[src/rtl/ham_ram.sv]
// generic single write, single read memory with registered read data
// no dependencies
module ham_ram #(
  parameter int WIDTH = 32,
  parameter int DEPTH = 64
) (
  input  logic                     clk,
  input  logic                     we,
  input  logic [$clog2(DEPTH)-1:0] waddr,
  input  logic [WIDTH-1:0]         wdata,
  input  logic                     re,
  input  logic [$clog2(DEPTH)-1:0] raddr,
  output logic [WIDTH-1:0]         rdata
);

  logic [WIDTH-1:0] mem [DEPTH];
  logic [WIDTH-1:0] rdata_r;

  always_ff @(posedge clk) begin
    if (we) mem[waddr] <= wdata;
    if (re) rdata_r <= mem[raddr];
  end

  assign rdata = rdata_r;

endmodule

[config.mk]
export PLATFORM = sky130hd
export DESIGN_NAME = ham_ram
export DESIGN_NICKNAME = d
export VERILOG_FILES = /design/src/rtl/ham_ram.sv
export SDC_FILE = /design/constraint.sdc
export NUM_CORES = 2
export LEC_CHECK = 0
export BUFFER_PORTS_ARGS = -buffer_cell sky130_fd_sc_hd__buf_4
export CAP_MARGIN = 20
export CORE_UTILIZATION = 32
export DETAILED_ROUTE_END_ITERATION = 6
export GPL_ROUTABILITY_DRIVEN = 0
export GPL_TIMING_DRIVEN = 0
export MAX_ROUTING_LAYER = met4
export PLACE_DENSITY = 0.59
export SYNTH_ARGS = -nofsm -noshare
export SYNTH_HDL_FRONTEND = slang
export SYNTH_SLANG_ARGS = --single-unit
[constraint.sdc]
create_clock -name clk -period 3.6 [get_ports clk]
set_input_delay 0.72 -clock clk [delete_from_list [all_inputs] [get_ports clk]]
set_output_delay 0.72 -clock clk [all_outputs]
set_load 0.02 [all_outputs]
==> key figures <==
Outcome
  • Status: complete, but fails checks
  • Failing checks: design-rule violations, negative setup slack

STA
  • Min cycle time layout: approximately 3.8 ns
  • Final max-slew violation count: 0
  • Final worst path period share: 105.9%
  • Final setup margin: -0.2113 ns
  • RSZ-0062 raised after global routing: false
  • Worst slew pin tran: 1.252 ns
  • Total Neg Setup Slack: -0.9279 ns
  • Worst Skew: between 0.03 and 0.04 ns
  • Hold Fails Final Rpt: 0
  • Setup violators final: 12
  • Max Fclk: about 260 MHz
  • Relative slew slack: between 10% and 20%

Floorplan
  • Row Count: approximately 180
  • # IOs: roughly 80
  • Starting Density: 32.29%
  • Core Region: between 200000 and 250000 um^2
  • Die area: 248300 um^2
  • Die Span X: between 400 and 500 um
  • Die Y: around 500 um

CTS
  • Inserted Clock Buffers: between 200 and 250
  • Hold-fix buffers, CTS: 0
  • Root Driver: clkbuf_16
  • Deepest clock path buffer count: 3
  • Worst skew pair latency: 0.86 ns
  • TritonCTS clock tree: built
  • Clk slew on worst S/H paths: around 0.060 ns
  • Clk sink count: 2080
  • H-tree depth: 4

Synthesis
  • Unique masters post-synth: 33
  • Ys flop type: edfxtp_1
  • Number of enable flip-flop cells after synthesis: ~2100
  • Register bit total from synthesis: around 2100
  • Post-Syn Area: about 79000 um^2
  • Post-synth ARST share: 0%
  • Net count of the mapped netlist: 3371
  • Post-Synthesis Cells: between 3000 and 4000
  • Post-synthesis sequential area ratio: between 70% and 80%
  • Syn. warnings: 0
  • Post-Syn Area per Cell: about 24 um^2

Worst setup path
  • Reg2reg start: mem[26][21]$_DFFE_PP_
  • Worst Setup End Kind: flip-flop
  • CP arrival: 4.35 ns
  • Largest fanout on the critical path: 10
  • Crit path launch: raddr[1]
  • Req. time, crit path: between 4 and 5 ns
  • Startpoint Class: input pin
  • Setup CP Type: input pin to flip-flop
  • R2R Setup Slk: just under 0.9 ns

Run
  • MaxCap Viol Count: 0

Drt
  • DRC: 1
  • Final WL: 243500 um
  • Via count: between 30000 and 40000
  • Iteration-0 DRC Markers: about 6500
  • Final ANT Viol Nets: 0
  • WL per Instance: between 30 and 40 um
  • Vias per inst: roughly 5.5
  • Drt pass-1 iters: 7

Place
  • Final HPWL DP: between 150000 and 200000 um
  • Port buffer count: 70

Power and ir drop
  • Power density over the cells: ~550 nW/um^2
  • Leak pwr: around 28 nW
  • Tot Pwr: between 0.05 and 0.06 W
  • Max VDD drop: about 0.40 mV

Global route
  • GR Overflow Total: 0
  • Pin count of the biggest net entering global routing: between 60 and 70
  • GRT Total Usage: around a fifth
  • First-pass GRT wire length: about 330000 um
  • Vias in the first global route: slightly below 40000
  • Initial antenna violation count: 24

Final layout
  • Most frequent cells in the layout: edfxtp_1 (2080), mux4_2 (544), clkbuf_16 (211)
  • Fraction of layout cells with a size suffix above 1: 30.71%
  • Synthesis-to-finish area growth: 17.35%
  • Most common cell after layout, fill and taps aside: edfxtp_1
  • Layout Nets: ~3700

Hold path
  • Hold path start: wdata[20]
  • Tightest Hold Check Type: input pin to flip-flop
registers in the layout, summed over array words and instances, names as in the netlist:
register	flops
mem	2048
rdata	32
layer usage:
metal	track usage (%)	wire, um	vias to the layer above
met1	24.83	88760	21210
met5	-	0	-
met3	4.218	25500	485
li1	-	-	15100
met4	8.836	11160	0
met2	31.36	118100	2490
power breakdown:
part,switching [W],internal [W]
sequential,0.0000476,0.0269
combinational,0.00201,0.000959
clock,0.00935,0.0119
total,0.0114,0.0397
cell type report:
class,count,area (um^2)
Fill cell,21660,151600
Sequential cell,2080,62460
Multi-Input combinational cell,1062,16020
Clock buffer,248,5419
Tap cell,3202,4006
Timing Repair Buffer,168,2439
Clock inverter,125,1195
Buffer,179,932.1
Antenna cell,15,37.54
cell families (layout without fill, tap and decap cells):
group / Yosys count / after routing / share of synthesized area (%)
compound gates: 202 / 202 / 1.666
buf+inv: 182 / 720 / 1.124
flops: 2080 / 2080 / 79.23
mux: 637 / 637 / 16.72
other cells: 0 / 15 / 0
simple gates: 223 / 223 / 1.260
per-stage QoR:
stage,worst slack [ns],instance area [um^2],utilization [%],hold slack [ns],instances
2_1_floorplan,0.2281,78850,-,0.7502,3324
3_3_place_gp,-2.351,83380,34.15,1.151,6596
3_5_place_dp,-1.455,85720,35.11,1.149,6689
4_1_cts,0.02061,92410,37.85,0.3643,7062
5_1_grt,0.001700,92490,37.89,0.4229,7071
6_report,-0.2113,92510,37.89,0.4284,7079
repair_timing:
action                                  CTS  global route
buffers inserted                          3             0
gates cloned                              0             0
gates resized for setup                  27             6
endpoints found under the setup margin   28             6
worst max-delay path: stages:
cell	delay, ns
buf_2	0.41
buf_2	0.44
buf_2	0.38
clkbuf_1	0.57
buf_4	0.42
mux2i_1	0.12
a21oi_1	0.50
a21oi_1	0.16
nor2_1	0.57
path summary, 6_finish.rpt:
path	end	depth (start not counted)
worst max-delay path	rdata[21]$_DFFE_PP_	9
worst min-delay path	mem[0][20]$_DFFE_PP_	1
worst max register to register	rdata[21]$_DFFE_PP_	4
worst min register to register	rdata[4]$_DFFE_PP_	4
Yosys cell counts, types with 3 or more instances:
cell / n / share of area [%]
mux4_2: 544 / 16
o32ai_1: 4 / 0.044
a311oi_1: 8 / 0.089
nor3_1: 7 / 0.044
nor2b_1: 15 / 0.12
nand2b_1: 8 / 0.063
nand3b_1: 5 / 0.048
buf_4: 25 / 0.24
nor2_1: 137 / 0.65
o221ai_1: 27 / 0.30
a41o_1: 4 / 0.051
or3b_2: 3 / 0.033
o22ai_1: 84 / 0.67
a21oi_1: 62 / 0.39
nand2_1: 26 / 0.12
edfxtp_1: 2080 / 79
or3_1: 3 / 0.024
and3_1: 4 / 0.032
buf_6: 5 / 0.071
a22oi_1: 12 / 0.11
buf_2: 57 / 0.36
nand3_1: 5 / 0.032
mux2i_1: 93 / 1.2
clkbuf_1: 74 / 0.35
buf_1: 21 / 0.10
(Power assumes the default switching activity.)
