[config.mk]
export PLATFORM = sky130hd
export DESIGN_NAME = ham_bfly
export DESIGN_NICKNAME = d
export VERILOG_FILES = /design/src/rtl/ham_pkg.sv /design/src/rtl/ham_bfly.sv
export SDC_FILE = /design/constraint.sdc
export NUM_CORES = 2
export LEC_CHECK = 0
export ABC_AREA = 1
export BUFFER_PORTS_ARGS = -buffer_cell sky130_fd_sc_hd__buf_2
export CAP_MARGIN = 20
export CORE_MARGIN = 3
export CORE_UTILIZATION = 35
export CTS_CLUSTER_DIAMETER = 50
export DETAILED_ROUTE_END_ITERATION = 8
export REMOVE_ABC_BUFFERS = 1
export SYNTH_ARGS = -nofsm -noshare
export SYNTH_HDL_FRONTEND = slang
export SYNTH_SLANG_ARGS = --single-unit
[constraint.sdc]
create_clock -name clk -period 14.5 [get_ports clk]
set_input_delay 0.725 -clock clk [delete_from_list [all_inputs] [get_ports clk]]
set_output_delay 0.725 -clock clk [all_outputs]
set_load 0.005 [all_outputs]
[src/rtl/ham_pkg.sv]
// hilbert analytic signal package: sizes, twiddle table and arithmetic helpers
// used by the butterfly unit and the top level; no dependencies
package ham_pkg;

  localparam int POINTS      = 64;
  localparam int LOGP        = 6;
  localparam int SAMPLE_BITS = 16;
  localparam int AW          = LOGP;
  localparam int DW          = 32;
  localparam int TW          = 18;
  localparam int PW          = DW + TW;

  typedef logic [AW-1:0]          addr_t;
  typedef logic signed [DW-1:0]   data_t;
  typedef logic signed [TW-1:0]   twid_t;

  typedef struct packed {
    logic mul_a;
    logic mul_b;
    logic sum;
  } bfly_ctl_t;

  function automatic twid_t quarter_cos(input logic [4:0] m);
    twid_t v;
    unique case (m)
      5'd0:    v = 18'sd65536;
      5'd1:    v = 18'sd65220;
      5'd2:    v = 18'sd64277;
      5'd3:    v = 18'sd62714;
      5'd4:    v = 18'sd60547;
      5'd5:    v = 18'sd57798;
      5'd6:    v = 18'sd54491;
      5'd7:    v = 18'sd50660;
      5'd8:    v = 18'sd46341;
      5'd9:    v = 18'sd41576;
      5'd10:   v = 18'sd36410;
      5'd11:   v = 18'sd30893;
      5'd12:   v = 18'sd25080;
      5'd13:   v = 18'sd19024;
      5'd14:   v = 18'sd12785;
      5'd15:   v = 18'sd6424;
      default: v = 18'sd0;
    endcase
    return v;
  endfunction

  function automatic twid_t twid_cos(input logic [4:0] m);
    if (m <= 5'd16) return quarter_cos(m);
    return -quarter_cos(5'd0 - m);
  endfunction

  function automatic twid_t twid_sin(input logic [4:0] m);
    if (m <= 5'd16) return quarter_cos(5'd16 - m);
    return quarter_cos(m - 5'd16);
  endfunction

  function automatic addr_t bit_rev(input addr_t a);
    addr_t r;
    for (int b = 0; b < AW; b++) r[b] = a[AW-1-b];
    return r;
  endfunction

  function automatic data_t sat_neg(input data_t x);
    if (x == {1'b1, {(DW-1){1'b0}}}) return {1'b0, {(DW-1){1'b1}}};
    return -x;
  endfunction

  function automatic data_t sat33(input logic signed [DW:0] x);
    if (x[DW] != x[DW-1]) return x[DW] ? {1'b1, {(DW-1){1'b0}}} : {1'b0, {(DW-1){1'b1}}};
    return x[DW-1:0];
  endfunction

  // spectrum rotation: dc and nyquist cleared, lower half times -j, upper half times +j
  function automatic logic [2*DW-1:0] jrot(input addr_t k, input data_t re, input data_t im);
    if (k == '0 || k == addr_t'(POINTS / 2)) return '0;
    if (k < addr_t'(POINTS / 2)) return {im, sat_neg(re)};
    return {sat_neg(im), re};
  endfunction

endpackage

[src/rtl/ham_bfly.sv]
// radix-2 butterfly arithmetic: twiddle products registered under mul_a and mul_b,
// rounding, saturating sum and difference; uses ham_pkg
module ham_bfly import ham_pkg::*; (
  input  logic       clk,
  input  bfly_ctl_t  ctl,
  input  logic       inv,
  input  logic [4:0] m,
  input  data_t      er,
  input  data_t      ei,
  input  data_t      ore,
  input  data_t      oim,
  output data_t      sum_re,
  output data_t      sum_im,
  output data_t      dif_re,
  output data_t      dif_im
);

  logic signed [PW-1:0]  p0_r, p1_r, p2_r, p3_r;
  data_t                 tr_r, ti_r;
  twid_t                 c, s;
  data_t                 x, y;
  logic signed [PW-1:0]  pc, ps;
  logic signed [PW+1:0]  acc_re, acc_im;

  function automatic data_t round_sat(input logic signed [PW+1:0] v);
    logic signed [PW+1:0] r;
    r = (v + (PW+2)'(32768)) >>> 16;
    if (r > (PW+2)'(32'sh7fffffff)) return {1'b0, {(DW-1){1'b1}}};
    if (r < -(PW+2)'(64'sh80000000)) return {1'b1, {(DW-1){1'b0}}};
    return r[DW-1:0];
  endfunction

  // forward transform uses the conjugate twiddle
  assign c  = twid_cos(m);
  assign s  = inv ? twid_sin(m) : -twid_sin(m);
  assign x  = ctl.mul_a ? ore : oim;
  assign y  = ctl.mul_a ? oim : ore;
  assign pc = x * c;
  assign ps = y * s;

  always_ff @(posedge clk) begin
    if (ctl.mul_a) begin
      p0_r <= pc;
      p1_r <= ps;
    end
    if (ctl.mul_b) begin
      p2_r <= pc;
      p3_r <= ps;
    end
    if (ctl.sum) begin
      tr_r <= round_sat(acc_re);
      ti_r <= round_sat(acc_im);
    end
  end

  assign acc_re = (PW+2)'(p0_r) - (PW+2)'(p1_r);
  assign acc_im = (PW+2)'(p2_r) + (PW+2)'(p3_r);

  assign sum_re = sat33((DW+1)'(er) + (DW+1)'(tr_r));
  assign sum_im = sat33((DW+1)'(ei) + (DW+1)'(ti_r));
  assign dif_re = sat33((DW+1)'(er) - (DW+1)'(tr_r));
  assign dif_im = sat33((DW+1)'(ei) - (DW+1)'(ti_r));

endmodule

==> impl_metrics.ini <==
[sta]
timing.fmax_mhz = 88.2
final-setup-viol-count = 0
finalWorstPathRequiredPeriod_ps = 11340
finClkSkew_ps = 14.8
maxSlewHeadroom_pct = 25.2
min_period_over_period_pct = 78.2
hold_ws_ps = 615
tightest_slew_ps = 1110
slew_violations = 0
fin_setup_tns_ps = 0
hold_viol_final = 0
rsz0062_at_grt = no

[logic_synthesis]
syn_area_um2 = 69300
ys_seq_area_share_pct = 11.4
synth-seq-cells = 264
yosys_warnings = 0
syn_inst = 9213
synth_cell_types = 55
avgSynthCellArea_um2 = 7.52

[finish]
nFillCells = 20600
final_common_cell = nand2_1
multiInputGateArea_um2 = 52000
fin_nets = 11200
drive_above_1_share_pct = 6.22
mostFrequentLayoutCells = nand2_1, inv_1, fa_1
seq_area_um2 = 7930
area_delta_synth_final_pct = 7.48

[place]
hpwl_um = 216000
port_buffers = 265
routabilityCongestion = 0.978

[critical_path]
path_class = primary input to register
cp_max_fo = 28
max_stage_delay_ps = 780
end_kind = register
worstReg2RegStart = p3_r[26]
critPathTopFamily = adder cells
worst_r2r_endpoint = ti_r[5]
start_kind = primary input
crit_required_ps = 14820
cp_slowest_cell = inv_1
regToRegSetupSlack_ps = 10350
cp_num_buf_inv = 11
cp_data_arrival_time_ps = 11660
ff2ff_path_depth = 17

[route]
routed_via_density = 5.05
wl_per_cell_um = 21.1
firstDrtPassIters = 6
wl_um = 252000
drc = 0
vias = 60500
drt_iter0_markers = 4827
ant_nets = 0

[run]
maxCapViolCount = 0

[die]
die_h_um = 451
die_width_um = 451
ioPinCount = 266
rows = 162
start_util_pct = 35.4
fp.coreArea_um2 = 196000
die_area_um2 = 203000

[worst_hold_path]
hp-start = ctl[1]
hold_path_class = primary input to register
holdPathEnd = p2_r[49]
min_path_cells = 1

[global_routing]
grt_max_degree = 86
grt_pass1_vias = 62800
grt-ovfl-total = 0
grt_pass1_wl_um = 383000
grtUsageTotal_pct = 24.5
antenna_found_initial = 3

[clocking]
h-tree-depth = 2
cts_tree = yes
clockBufferDepth = 3
insertion_delay_ps = 570
ctsHoldBuffers = 0
clockRootBuffer = clkbuf_16
cts_resized = 0
cts_buffers = 35
clk_pin_slew_ps = 70
post_cts_buffers = 0
cts.sinks = 264

[status]
status = finished, final reports clean
[cell type report]
class,count,area share [%]
Sequential cell,264,10.6
Tap cell,2624,4.41
Clock buffer,38,1.22
Antenna cell,3,0.0101
Inverter,2155,10.9
Clock inverter,24,0.334
Multi-Input combinational cell,6519,69.8
Timing Repair Buffer,354,2.72
[stage by stage]
stage	worst slack (ps)	std cells	cell area, µm²	util, %
global placement	2920	11900	73300	37.4
CTS	3310	12000	74500	38.0
detailed placement	2730	11900	73300	37.5
finish	3160	12000	74500	38.0
global route	2560	12000	74500	38.0
floorplan	5360	8938	68000	-
[registers in the layout (all words and copies together), names as in the netlist]
signal  count
p0_r       50
p1_r       50
p2_r       50
p3_r       50
ti_r       32
tr_r       32
[Yosys cell counts (all sizes together)]
cell type,n,share of area (%)
o21a,9,0.097
a31oi,35,0.32
xor2,191,2.4
o22ai,14,0.19
nand3b,9,0.097
buf,130,1.2
nor3,51,0.38
clkinv,7,0.038
fa,1110,32
ha,581,10
a21o,24,0.26
o21ai,330,2.4
o21bai,67,0.73
and3,7,0.063
xnor2,84,1.1
inv,2148,12
o211ai,12,0.14
nor4,18,0.16
edfxtp,264,11
o221a,3,0.049
nand3,374,2.8
a31o,1,0.013
clkbuf,145,0.79
nor2,846,4.8
a21boi,24,0.26
nand2,2224,12
o2111ai,5,0.063
nand4,37,0.36
a21oi,441,3.2
a211oi,6,0.065
or2,11,0.10
o221ai,5,0.063
[worst max-delay path by stage]
stage          startpoint        to  slack, ps  cells past startpoint
5_1_grt              m[0]  p1_r[42]       2560                     39
4_1_cts              m[0]  p1_r[42]       3310                     39
6_report             m[0]  p1_r[42]       3160                     39
3_3_place_gp         m[0]  p3_r[42]       2920                     37
2_1_floorplan        m[1]  p0_r[46]       5360                     34
3_5_place_dp         m[0]  p3_r[42]       2730                     39
[cell families after synthesis]
| kind of cell | synth area share, % |
|---|---|
| fa+ha+maj | 42.5 |
| buf+inv | 13.7 |
| flops | 11.4 |
| xor+xnor | 3.47 |
| simple gates | 21.0 |
| compound gates | 7.86 |
[metal layers]
layer | global-route usage [%] | up-vias | part of all wire [%]
met1 | 32.7 | 29800 | 43
met2 | 40.3 | 2282 | 46
li1 | - | 28000 | -
met5 | 0 | - | 0.0052
met4 | 8.69 | 2 | 4.2
met3 | 3.74 | 355 | 6.8
Power is left out: the tool's default activity adds up to more than one toggle a clock period on the data nets, which glitch-free logic cannot reach.
